## src/rtl/hpe_pkg.sv

```systemverilog
// shared types, constants and helper functions for the heartbeat envelope
package hpe_pkg;

    // strip length clamp
    localparam int MAX_LEDS = 256;

    // configuration register indexes
    localparam logic [2:0] REG_BASE_RED    = 3'd0;
    localparam logic [2:0] REG_BASE_GREEN  = 3'd1;
    localparam logic [2:0] REG_BASE_BLUE   = 3'd2;
    localparam logic [2:0] REG_INTERVAL    = 3'd3;
    localparam logic [2:0] REG_TARGET_LED  = 3'd4;
    localparam logic [2:0] REG_STRIP_LEN   = 3'd5;

    // envelope phase codes
    localparam logic [2:0] PH_RISE1 = 3'd0;
    localparam logic [2:0] PH_FALL1 = 3'd1;
    localparam logic [2:0] PH_PAUSE = 3'd2;
    localparam logic [2:0] PH_RISE2 = 3'd3;
    localparam logic [2:0] PH_FALL2 = 3'd4;
    localparam logic [2:0] PH_GAP   = 3'd5;

    // phase durations in ms
    localparam logic [8:0] T_RISE1 = 9'd80;
    localparam logic [8:0] T_FALL1 = 9'd120;
    localparam logic [8:0] T_PAUSE = 9'd80;
    localparam logic [8:0] T_RISE2 = 9'd60;
    localparam logic [8:0] T_FALL2 = 9'd140;
    localparam logic [8:0] T_GAP   = 9'd400;

    // ramp reciprocals, 2^26 / duration rounded up; exact for every timer * 255 in range
    localparam int          RCP_SHIFT = 26;
    localparam logic [20:0] RCP_RISE1 = 21'd838861;
    localparam logic [20:0] RCP_FALL1 = 21'd559241;
    localparam logic [20:0] RCP_PAUSE = 21'd838861;
    localparam logic [20:0] RCP_RISE2 = 21'd1118482;
    localparam logic [20:0] RCP_FALL2 = 21'd479350;
    localparam logic [20:0] RCP_GAP   = 21'd167773;

    // brightness levels
    localparam logic [7:0] LVL_FALL1_FLOOR = 8'd40;
    localparam logic [7:0] LVL_PAUSE       = 8'd30;
    localparam logic [7:0] LVL_RISE2_SCALE = 8'd200;
    localparam logic [7:0] LVL_FALL2_TOP   = 8'd200;
    localparam logic [7:0] LVL_FALL2_FLOOR = 8'd20;
    localparam logic [7:0] LVL_GAP         = 8'd15;
    localparam logic [7:0] LVL_FULL        = 8'd255;

    // register file contents
    typedef struct packed {
        logic [7:0]  base_red;
        logic [7:0]  base_green;
        logic [7:0]  base_blue;
        logic [15:0] interval;
        logic [8:0]  target_led;
        logic [8:0]  strip_length;
    } t_cfg;

    // controller to datapath commands
    typedef struct packed {
        logic accept;
        logic phase;
        logic div;
        logic square;
        logic cube;
        logic bright;
        logic load_out;
    } t_cmd;

    // datapath to controller status
    typedef struct packed {
        logic due;
        logic out_free;
        logic strip_nz;
    } t_sts;

    // duration of a phase; unused codes behave as the long gap
    function automatic logic [8:0] dur_of(input logic [2:0] ph);
        logic [8:0] d;
        case (ph)
            PH_RISE1: d = T_RISE1;
            PH_FALL1: d = T_FALL1;
            PH_PAUSE: d = T_PAUSE;
            PH_RISE2: d = T_RISE2;
            PH_FALL2: d = T_FALL2;
            default:  d = T_GAP;
        endcase
        return d;
    endfunction

    // ramp reciprocal of a phase; unused codes behave as the long gap
    function automatic logic [20:0] recip_of(input logic [2:0] ph);
        logic [20:0] m;
        case (ph)
            PH_RISE1: m = RCP_RISE1;
            PH_FALL1: m = RCP_FALL1;
            PH_PAUSE: m = RCP_PAUSE;
            PH_RISE2: m = RCP_RISE2;
            PH_FALL2: m = RCP_FALL2;
            default:  m = RCP_GAP;
        endcase
        return m;
    endfunction

    // phase that follows a completed phase
    function automatic logic [2:0] next_of(input logic [2:0] ph);
        logic [2:0] n;
        case (ph)
            PH_RISE1: n = PH_FALL1;
            PH_FALL1: n = PH_PAUSE;
            PH_PAUSE: n = PH_RISE2;
            PH_RISE2: n = PH_FALL2;
            PH_FALL2: n = PH_GAP;
            default:  n = PH_RISE1;
        endcase
        return n;
    endfunction

endpackage

```

## src/rtl/hpe_regs.sv

```systemverilog
// configuration register file
module hpe_regs import hpe_pkg::*; (
    input  logic        i_clk,
    input  logic        i_rst_n,
    input  logic        i_cfg_valid,
    output logic        o_cfg_ready,
    input  logic [2:0]  i_cfg_index,
    input  logic [15:0] i_cfg_data,
    output t_cfg        o_cfg
);

    t_cfg r_cfg;

    assign o_cfg_ready = 1'b1;
    assign o_cfg       = r_cfg;

    // register writes, unknown indexes are dropped
    always_ff @(posedge i_clk) begin
        if (!i_rst_n) begin
            r_cfg.base_red     <= 8'd255;
            r_cfg.base_green   <= 8'd0;
            r_cfg.base_blue    <= 8'd0;
            r_cfg.interval     <= 16'd20;
            r_cfg.target_led   <= 9'h1FF;
            r_cfg.strip_length <= 9'd0;
        end else if (i_cfg_valid) begin
            case (i_cfg_index)
                REG_BASE_RED:   r_cfg.base_red     <= i_cfg_data[7:0];
                REG_BASE_GREEN: r_cfg.base_green   <= i_cfg_data[7:0];
                REG_BASE_BLUE:  r_cfg.base_blue    <= i_cfg_data[7:0];
                REG_INTERVAL:   r_cfg.interval     <= i_cfg_data;
                REG_TARGET_LED: r_cfg.target_led   <= i_cfg_data[8:0];
                REG_STRIP_LEN:  r_cfg.strip_length <= i_cfg_data[8:0];
                default: ;
            endcase
        end
    end

endmodule

```

## src/rtl/hpe_ctrl.sv

```systemverilog
// sequencing state machine for one envelope update
module hpe_ctrl import hpe_pkg::*; (
    input  logic i_clk,
    input  logic i_rst_n,
    input  logic i_in_valid,
    output logic o_in_ready,
    input  t_sts i_sts,
    output t_cmd o_cmd
);

    typedef enum logic [2:0] {
        S_IDLE,
        S_PHASE,
        S_DIV,
        S_SQUARE,
        S_CUBE,
        S_BRIGHT,
        S_OUT
    } t_state;

    t_state r_state;
    t_state n_state;

    assign o_in_ready = (r_state == S_IDLE);

    // commands decoded from state
    always_comb begin
        o_cmd          = '0;
        o_cmd.accept   = (r_state == S_IDLE) && i_in_valid;
        o_cmd.phase    = (r_state == S_PHASE);
        o_cmd.div      = (r_state == S_DIV);
        o_cmd.square   = (r_state == S_SQUARE);
        o_cmd.cube     = (r_state == S_CUBE);
        o_cmd.bright   = (r_state == S_BRIGHT);
        o_cmd.load_out = (r_state == S_OUT) && i_sts.strip_nz && i_sts.out_free;
    end

    // next state
    always_comb begin
        n_state = r_state;
        case (r_state)
            S_IDLE: begin
                if (i_in_valid && i_sts.due) begin
                    n_state = S_PHASE;
                end
            end
            S_PHASE:  n_state = S_DIV;
            S_DIV:    n_state = S_SQUARE;
            S_SQUARE: n_state = S_CUBE;
            S_CUBE:   n_state = S_BRIGHT;
            S_BRIGHT: n_state = S_OUT;
            S_OUT: begin
                // empty strip drops the result, otherwise wait for a free slot
                if (!i_sts.strip_nz || i_sts.out_free) begin
                    n_state = S_IDLE;
                end
            end
            default: n_state = S_IDLE;
        endcase
    end

    // state register
    always_ff @(posedge i_clk) begin
        if (!i_rst_n) begin
            r_state <= S_IDLE;
        end else begin
            r_state <= n_state;
        end
    end

endmodule

```

## src/rtl/hpe_dp.sv

```systemverilog
// envelope datapath: timers, ramp reciprocal, cubic easing, colour scaling
module hpe_dp import hpe_pkg::*; (
    input  logic       i_clk,
    input  logic       i_rst_n,
    input  t_cfg       i_cfg,
    input  t_cmd       i_cmd,
    output t_sts       o_sts,
    input  logic [9:0] i_ms_advance,
    input  logic       i_out_ready,
    output logic       o_out_valid,
    output logic [7:0] o_red,
    output logic [7:0] o_green,
    output logic [7:0] o_blue,
    output logic       o_write_all,
    output logic [7:0] o_led_position
);

    // envelope state
    logic [15:0] r_since;
    logic [2:0]  r_phase;
    logic [15:0] r_timer;

    // working registers
    logic [2:0]  r_kind;
    logic [16:0] r_num;
    logic [20:0] r_recip;
    logic [7:0]  r_quot;
    logic [7:0]  r_q;
    logic [15:0] r_sq;
    logic [7:0]  r_e;
    logic [7:0]  r_bright;

    // result register
    logic        r_out_valid;
    logic [7:0]  r_red;
    logic [7:0]  r_green;
    logic [7:0]  r_blue;
    logic        r_all;
    logic [7:0]  r_pos;

    logic [16:0] sum_ext;
    logic [15:0] since_sat;
    logic [8:0]  cur_dur;
    logic        wrap;
    logic [8:0]  timer_eff;
    logic [16:0] num;
    logic [37:0] ramp_prod;
    logic [7:0]  q_val;
    logic [23:0] cube;
    logic [6:0]  e_frac;
    logic [7:0]  e_inv;
    logic [15:0] rise2_prod;
    logic [7:0]  fall2_val;
    logic [7:0]  n_bright;
    logic [8:0]  bright_p1;
    logic [16:0] prod_r;
    logic [16:0] prod_g;
    logic [16:0] prod_b;
    logic        in_range;

    // saturating accumulate of elapsed time
    assign sum_ext   = {1'b0, r_since} + {7'd0, i_ms_advance};
    assign since_sat = sum_ext[16] ? 16'hFFFF : sum_ext[15:0];

    assign o_sts.due      = (since_sat >= i_cfg.interval);
    assign o_sts.out_free = !r_out_valid || i_out_ready;
    assign o_sts.strip_nz = (i_cfg.strip_length != 9'd0);

    // phase advance and ramp numerator timer * 255
    assign cur_dur   = dur_of(r_phase);
    assign wrap      = (r_timer >= {7'd0, cur_dur});
    assign timer_eff = wrap ? 9'd0 : r_timer[8:0];
    assign num       = {timer_eff, 8'd0} - {8'd0, timer_eff};

    // ramp position by reciprocal multiplication
    assign ramp_prod = {21'd0, r_num} * {17'd0, r_recip};

    // folded easing input
    assign q_val = {(r_quot[7] ? ~r_quot[6:0] : r_quot[6:0]), 1'b0};
    assign cube  = r_sq * {16'd0, r_q};
    assign e_frac = cube[23:17];

    // brightness per phase kind
    assign e_inv      = LVL_FULL - r_e;
    assign rise2_prod = r_e * (LVL_RISE2_SCALE + 8'd1);
    assign fall2_val  = (r_e >= LVL_FALL2_TOP) ? 8'd0 : (LVL_FALL2_TOP - r_e);

    always_comb begin
        case (r_kind)
            PH_RISE1: n_bright = r_e;
            PH_FALL1: n_bright = (e_inv < LVL_FALL1_FLOOR) ? LVL_FALL1_FLOOR : e_inv;
            PH_PAUSE: n_bright = LVL_PAUSE;
            PH_RISE2: n_bright = rise2_prod[15:8];
            PH_FALL2: n_bright = (fall2_val < LVL_FALL2_FLOOR) ? LVL_FALL2_FLOOR : fall2_val;
            default:  n_bright = LVL_GAP;
        endcase
    end

    // colour scaling and target selection
    assign bright_p1 = {1'b0, r_bright} + 9'd1;
    assign prod_r    = i_cfg.base_red * bright_p1;
    assign prod_g    = i_cfg.base_green * bright_p1;
    assign prod_b    = i_cfg.base_blue * bright_p1;
    assign in_range  = !i_cfg.target_led[8]
                    && ({1'b0, i_cfg.target_led[7:0]} < i_cfg.strip_length)
                    && ({24'd0, i_cfg.target_led[7:0]} < MAX_LEDS);

    // envelope state updates
    always_ff @(posedge i_clk) begin
        if (!i_rst_n) begin
            r_since <= 16'd0;
            r_phase <= PH_RISE1;
            r_timer <= 16'd0;
        end else if (i_cmd.accept) begin
            if (o_sts.due) begin
                r_since <= 16'd0;
                r_timer <= r_timer + since_sat;
            end else begin
                r_since <= since_sat;
            end
        end else if (i_cmd.phase && wrap) begin
            r_timer <= 16'd0;
            r_phase <= next_of(r_phase);
        end
    end

    // ramp and easing pipeline
    always_ff @(posedge i_clk) begin
        if (i_cmd.phase) begin
            r_kind  <= r_phase;
            r_num   <= num;
            r_recip <= recip_of(r_phase);
        end
        if (i_cmd.div) begin
            r_quot <= ramp_prod[RCP_SHIFT+7:RCP_SHIFT];
        end
        if (i_cmd.square) begin
            r_q  <= q_val;
            r_sq <= q_val * q_val;
        end
        if (i_cmd.cube) begin
            r_e <= r_quot[7] ? (LVL_FULL - {1'b0, e_frac}) : {1'b0, e_frac};
        end
        if (i_cmd.bright) begin
            r_bright <= n_bright;
        end
    end

    // result register with handshake
    always_ff @(posedge i_clk) begin
        if (!i_rst_n) begin
            r_out_valid <= 1'b0;
        end else if (i_cmd.load_out) begin
            r_out_valid <= 1'b1;
        end else if (i_out_ready) begin
            r_out_valid <= 1'b0;
        end
    end

    always_ff @(posedge i_clk) begin
        if (i_cmd.load_out) begin
            r_red   <= prod_r[15:8];
            r_green <= prod_g[15:8];
            r_blue  <= prod_b[15:8];
            r_all   <= !in_range;
            r_pos   <= in_range ? i_cfg.target_led[7:0] : 8'd0;
        end
    end

    assign o_out_valid    = r_out_valid;
    assign o_red          = r_red;
    assign o_green        = r_green;
    assign o_blue         = r_blue;
    assign o_write_all    = r_all;
    assign o_led_position = r_pos;

endmodule

```

## src/rtl/heartbeat_pulse_envelope.sv

```systemverilog
// heartbeat pulse envelope top level
// An input item that does not make an update due is taken and gives no result.
// An item that makes an update due is worked in steps: accumulate, advance the phase and
// form timer * 255, the reciprocal multiply that gives the ramp position, then square,
// cube, brightness and colour scaling, in that order. The finished result sits
// in an output register, so the next item can be taken while it waits; a new result waits in
// the last step only while the previous one is still untaken. Configuration is taken in every
// cycle.
module heartbeat_pulse_envelope import hpe_pkg::*; (
    input  logic        i_clk,
    input  logic        i_rst_n,
    // input stream
    input  logic        s_axis_tvalid,
    output logic        s_axis_tready,
    input  logic [15:0] s_axis_tdata,   // [9:0] ms_advance, [15:10] zero
    // result stream
    output logic        m_axis_tvalid,
    input  logic        m_axis_tready,
    output logic [31:0] m_axis_tdata,   // [7:0] out_red, [15:8] out_green,
                                        // [23:16] out_blue, [31:24] led_position
    output logic        m_axis_tuser,   // [0] write_all
    // configuration writes
    input  logic        i_cfg_valid,
    output logic        o_cfg_ready,
    input  logic [2:0]  i_cfg_index,
    input  logic [15:0] i_cfg_data
);

    t_cfg       cfg;
    t_cmd       cmd;
    t_sts       sts;
    logic [7:0] red;
    logic [7:0] green;
    logic [7:0] blue;
    logic [7:0] pos;

    hpe_regs u_regs (
        .i_clk       (i_clk),
        .i_rst_n     (i_rst_n),
        .i_cfg_valid (i_cfg_valid),
        .o_cfg_ready (o_cfg_ready),
        .i_cfg_index (i_cfg_index),
        .i_cfg_data  (i_cfg_data),
        .o_cfg       (cfg)
    );

    hpe_ctrl u_ctrl (
        .i_clk      (i_clk),
        .i_rst_n    (i_rst_n),
        .i_in_valid (s_axis_tvalid),
        .o_in_ready (s_axis_tready),
        .i_sts      (sts),
        .o_cmd      (cmd)
    );

    hpe_dp u_dp (
        .i_clk          (i_clk),
        .i_rst_n        (i_rst_n),
        .i_cfg          (cfg),
        .i_cmd          (cmd),
        .o_sts          (sts),
        .i_ms_advance   (s_axis_tdata[9:0]),
        .i_out_ready    (m_axis_tready),
        .o_out_valid    (m_axis_tvalid),
        .o_red          (red),
        .o_green        (green),
        .o_blue         (blue),
        .o_write_all    (m_axis_tuser),
        .o_led_position (pos)
    );

    // pack result fields
    assign m_axis_tdata = {pos, blue, green, red};

endmodule

```

## config.mk

```make
export PLATFORM = sky130hd
export DESIGN_NAME = heartbeat_pulse_envelope
export DESIGN_NICKNAME = d
export VERILOG_FILES = /design/src/rtl/hpe_pkg.sv /design/src/rtl/hpe_regs.sv /design/src/rtl/hpe_ctrl.sv /design/src/rtl/hpe_dp.sv /design/src/rtl/heartbeat_pulse_envelope.sv
export SDC_FILE = /design/constraint.sdc
export NUM_CORES = 2
export LEC_CHECK = 0
export BUFFER_PORTS_ARGS = -buffer_cell sky130_fd_sc_hd__buf_2
export CAP_MARGIN = 10
export CORE_MARGIN = 5
export CORE_UTILIZATION = 55
export DETAILED_ROUTE_END_ITERATION = 8
export PLACE_DENSITY_LB_ADDON = 0.15
export SLEW_MARGIN = 20
export SYNTH_ARGS = -nofsm -noshare
export SYNTH_HDL_FRONTEND = slang
export SYNTH_SLANG_ARGS = --single-unit
```

## constraint.sdc

```tcl
create_clock -name i_clk -period 6.66 [get_ports i_clk]
set_input_delay 1.332 -clock i_clk [delete_from_list [all_inputs] [get_ports i_clk]]
set_output_delay 1.332 -clock i_clk [all_outputs]
set_load 0.005 [all_outputs]
```

### Word level (Yosys, flattened, before mapping)

Index checks and enable logic that the tools add are counted.

| word-level totals | value |
|---|---|
| word-level logic and storage cells | 118 |
| bits of input ports | 40 |
| register bits after elaboration | 216 |

| cells by class | value |
|---|---|
| mux-type cells | 20 |
| $add $sub $neg | 7 |
| reduce and logical (&&, ||, !) cells | 29 |
| $lt $le $gt $ge | 6 |
| equal/unequal tests | 22 |
| multipliers | 7 |
| bitwise gates (word level) | 2 |

Operators with widths:

| operator | number |
|---|---|
| 21-bit case mux with 4 select lines | 1 |
| 16-bit 2-to-1 mux | 5 |
| 8-bit by 9-bit multiplier with 16-bit output | 3 |
| 8-bit case mux with 5 select lines | 1 |
| 9-bit case mux with 4 select lines | 1 |
| 17-bit by 21-bit multiplier with 34-bit output | 1 |
| 3-bit by 2-bit equality test with 1-bit output (second input constant) | 8 |
| 8-bit 2-to-1 mux | 3 |
| 3-bit equality test (second input constant) | 7 |
| 14-bit by 7-bit multiplier with 21-bit output | 1 |
| 3-bit case mux with 7 select lines | 1 |
| 2-bit AND reduction | 9 |
| 16-bit by 10-bit adder with 17-bit output | 1 |
| 17-bit by 9-bit subtractor with 17-bit output | 1 |
| 16-bit adder | 1 |
| 16-bit greater-or-equal comparator | 1 |
| 16-bit by 9-bit greater-or-equal comparator with 1-bit output | 1 |
| 8-bit by 8-bit multiplier with 16-bit output (second input constant) | 1 |
| 8-bit subtractor (first input constant) | 2 |
| 3-bit case mux with 5 select lines | 1 |
| 7-bit by 7-bit multiplier with 14-bit output | 1 |
| 7-bit 2-to-1 mux | 2 |
| 3-bit by 1-bit equality test with 1-bit output (second input constant) | 4 |
| 3-bit logical NOT | 4 |
| other kinds (19) | 32 |

### Depth between registers and ports, before layout

| depth | value |
|---|---|
| word-level depth | 7 |
| mapped depth | 24 |
| depth with buffers taken out | 23 |

### By module

Synthesis repeated with hierarchy kept, for this count alone.

| second synthesis, totals | value |
|---|---|
| cells, all modules | 3329 |
| area total of the unflattened synthesis | 30544.3 um^2 |

Modules (own cells, without submodules):

| module | instances | sequential area each (um^2) | cells an instance | area an instance (um^2) |
|---|---|---|---|---|
| hpe_dp | 1 | 3963.8 | 3079 | 28043.1 |
| hpe_regs | 1 | 1161.1 | 224 | 2293.4 |
| hpe_ctrl | 1 | 60.1 | 26 | 207.7 |

### Worst setup path before layout

Ideal clock, no wire load.

| path | value |
|---|---|
| path type | register to register |
| from | register u_dp.r_recip[19] |
| to | register u_dp.r_quot[6], data pin |
| arrival | 5.846 ns |
| setup slack | 0.557 ns |
| period minus slack after synthesis | 6.103 ns |
| cell stages (with the launch flop) | 23 |
| setup time | 0.258 ns |
| cell sequence | edfxtp_1 > clkbuf_1 > nand2_1 > fa_1 > inv_1 > fa_1 > inv_1 > fa_1 > inv_1 > fa_1 > fa_1 > inv_1 > fa_1 > inv_1 > ha_1 > and4_1 > a2111oi_0 > a21oi_1 > a211oi_1 > a21oi_1 > a21o_1 > a21oi_1 > xnor2_1 |

| between the ends | value |
|---|---|
| longest elaborated chain between the ends | 1 |

RTL lines:

| element | RTL line | source |
|---|---|---|
| start, declared | hpe_dp.sv:26 | `logic [20:0] r_recip;` |
| start signal, assigned | hpe_dp.sv:132 | `r_recip <= recip_of(r_phase);` |
| 17-bit by 21-bit multiplier with 34-bit output | hpe_dp.sv:76 | `assign ramp_prod = {21'd0, r_num} * {17'd0, r_recip};` |
| net u_dp.ramp_prod[32] | hpe_dp.sv:47 | `logic [37:0] ramp_prod;` |
| end signal, assigned | hpe_dp.sv:135 | `r_quot <= ramp_prod[RCP_SHIFT+7:RCP_SHIFT];` |
| end, declared | hpe_dp.sv:27 | `logic [7:0] r_quot;` |

The timed path passes the listed nets, and every way through them passes these cells.
A chain may end at the register's enable or synchronous reset.

### Final worst setup path

| path | value |
|---|---|
| from | register u_dp.r_num[6] |
| to | register u_dp.r_quot[6], data pin |

| between the ends | value |
|---|---|
| longest elaborated chain between the ends | 1 |

RTL lines:

| element | RTL line | source |
|---|---|---|
| start, declared | hpe_dp.sv:25 | `logic [16:0] r_num;` |
| start signal, assigned | hpe_dp.sv:131 | `r_num <= num;` |
| 17-bit by 21-bit multiplier with 34-bit output | hpe_dp.sv:76 |  |
| net u_dp.ramp_prod[32] | hpe_dp.sv:47 |  |

The timed path passes the listed nets, and every way through them passes these cells.

==> metrics.md <==
| Metric | Value |
|---|---|
| Outcome | complete, no violations |
| Final GP Congestion | 0.946 |
| Die height | 246 um |
| Largest net degree at the start of global routing | 60 |
| Type of origin of the critical path | flop |
| Number of synthesized flops with an enable pin | around 110 |
| Min-Delay Path Class | reg -> reg |
| Worst Setup End Kind | flop |
| Synthesized flop and latch total | 205 |
| Slowest stage cell, crit path | edfxtp_1 |
| CP required | 6.99 ns |
| Crit-path most repeated cell | fa_1 |
| CP Cell Sequence | and2_1, fa_1, inv_1, fa_1, fa_1, fa_1, inv_1, fa_1, inv_1, fa_1, inv_1, ha_1, and4_2, a2111oi_4, buf_4, a21oi_1, a211oi_2, buf_4, a21oi_2, a21o_1, a21oi_2, xnor2_1 |
| Drt first pass iters | 6 |
| Seq/Total Area, Yosys | between 15 and 20% |
| Clock Latency Late Sink | around 0.58 ns |
| Synth top cells by count | 684 x inv_1, 489 x nand2_1, 448 x fa_1, 376 x ha_1, 215 x and2_1 |
| Post-synthesis instance area | around 31000 um2 |
| Synth top area cells | fa_1 29%, ha_1 15%, edfxtp_1 11% |
| Post-Synth XOR/XNOR Area | 3.71% |
| Drt total wl | 71.9 mm |
| Initial antenna violation count | 0 |
| Final setup violation count | 0 |
| Dpl ws | -0.177 ns |
| Clock root buffer | clkbuf_16 |
| Clock tree buffer depth | 3 |
| Routed Antenna Nets | 0 |
| Core footprint | 55100 um2 |
| Tmin final | between 6 and 7 ns |
| Post-DP HPWL | 58.7 mm |
| Ant diodes | 0 |
| WL/cell | 17.1 um |
| Synth Area in Compound Gates | between 8 and 9% |
| Main synth FF type | edfxtp_1 |
| CTS tree | built |
| Worst-path clk slew | 0.06 ns |
| Critical path fanouts, max | 12 |
| Top-Level Pins | 76 |
| Initial core utilization | 55.4% |
| Asr flop ratio synth | 0% |
| Worst setup path class | reg -> reg |
| TritonCTS Buffers | 27 |
| Port Buffers | 68 |
| Via count | 22.7k |
| GRT Overall Usage | 24.5% |
| YS warnings | 0 |
| Nets | 4294 |
| Filler cells | 4864 |
| First-iteration detailed-routing DRC count | around 1.3k |
| Die X | 246 um |
| Final Skew | 0.0133 ns |
| Post-Syn Instances | 3377 |
| Mean post-synth cell area | 9.04 um2 |
| Leading area contributor after synthesis | fa_1 |
| Layout cells sized above 1 | roughly 6.3% |
| Slowest stage delay, CP | 0.57 ns |
| Top-count cell post-synth | inv_1 |
| Fmax | about 0.16 GHz |
| Die area | 60300 um2 |
| Core Rows | 86 |
| Max-cap check violation count | 0 |
| Vias per inst | 5.41 |
| Max transition margin | 25.0% |
| CP arrival | 6.76 ns |
| Final Hold Viols | 0 |
| Setup ws final | 0.228 ns |
| Post-synth cell types | 82 |
| Clock sink count | 205 |
| H-tree levels | 1 |
| Max-slew violation count | 0 |
| First-pass GRT wire length | approximately 120 mm |
| Post-Synth Adder-Cell Area | 44.8% |
| Top cell type's share of synthesized area | ~30% |
| Actual slew at the worst max-slew pin | roughly 1.1 ns |
| Simple-gate share of the synthesized area | 16.4% |
| Post-synthesis mux area share | 0.205% |
| Grt ovf | 0 |
| Post-route DRC | 0 |
| Main combinational cell family by area after synthesis | adder cells |
| Synthesis-to-finish area growth | 7.69% |
| RSZ-0062 raised after global routing | true |
| Tcrit/Tclk final | 96.6% |
| Vias in the first global route | roughly 25k |
repair_timing:
item / CTS / global route
endpoints found under the hold margin: 0 / 0
pin swaps: 0 / 2
endpoints found under the setup margin: 4 / 4
buffers inserted: 7 / 1
gates resized for setup: 4 / 5
hold buffers: 0 / 0
cells by family after synthesis:
group | after synthesis
AO/OA/AOI/OAI | 370
AND/OR/NAND/NOR | 1045
adder cells (fa/ha/maj) | 824
XOR/XNOR | 125
other | 1
buffers and inverters | 801
flip-flops | 205
multiplexers | 6
layout by cell type (no fill, tap or decap), drive strengths merged, types with 28 or more instances in the layout:
master	count
and2	216
xor2	47
inv	688
nor2b	39
xnor2	78
nor3	41
nand3	60
dfxtp	97
o21ai	60
clkbuf	36
a21o	34
and3	30
a21oi	115
edfxtp	108
nor2	97
o21a	28
nand2	489
buf	137
ha	376
fa	448
sequential cells by signal (all words and copies together) (netlist names), 3 cells and up:
name / flops
u_regs.o_cfg: 58
u_dp.r_num: 17
u_dp.r_since: 16
u_dp.r_timer: 16
u_dp.r_recip: 12
u_dp.r_sq: 12
u_dp.o_blue: 8
u_dp.o_green: 8
u_dp.o_led_position: 8
u_dp.o_red: 8
u_dp.r_bright: 8
u_dp.r_e: 8
u_dp.r_quot: 8
u_dp.r_q: 7
u_ctrl.r_state: 3
u_dp.r_kind: 3
u_dp.r_phase: 3
layer usage:
metal	GRT usage (%)	up-vias	part of all wire, %
li1	-	10700	-
met4	6.89	0	2.9
met3	3.20	146	5.3
met2	42.5	572	49
met5	0	-	0
met1	32.5	11200	43
per-stage QoR:
stage	TNS (ns)	hold WS, ns	util (%)	cell area (um2)	instances
floorplan	0	0.421	-	30500	3379
global placement	-0.0588	0.447	57.9	31900	4141
detailed placement	-0.245	0.451	57.9	31900	4141
CTS	0	0.465	59.6	32800	4198
global route	-0.0297	0.481	59.7	32900	4199
finish	0	0.464	59.7	32900	4199
worst max-delay path, delay by kind of cell (launching register included):
family | cells | cell delay (ns)
and+or+nand+nor | 2 | 0.57
adders and majority gates | 7 | 3.30
xor gates and xnor gates | 1 | 0.07
buffers and inverters | 6 | 0.56
AOI/OAI and AO/OA | 6 | 1.11
DFF | 1 | 0.57
area by class of cell:
type | count | area (um2) | area share [%]
tap | 748 | 936 | 2.85
clock inverter | 14 | 126 | 0.384
clock buffer | 36 | 769 | 2.34
sequential | 205 | 5180 | 15.8
multi-input combinational | 2373 | 22400 | 68.2
inverter | 686 | 2570 | 7.83
timing repair buffer | 137 | 871 | 2.65
worst paths after layout:
kind	cells past startpoint	to	startpoint	slack (ns)
min reg2reg	2	u_regs.o_cfg[21]	u_regs.o_cfg[21]	0.46
max reg2reg	22	u_dp.r_quot[6]	u_dp.r_num[6]	0.23
min	2	u_regs.o_cfg[21]	u_regs.o_cfg[21]	0.46
max	22	u_dp.r_quot[6]	u_dp.r_num[6]	0.23
Power is not shown: default switching activity piles up to over one toggle a cycle in this logic, so the estimate is an artifact.
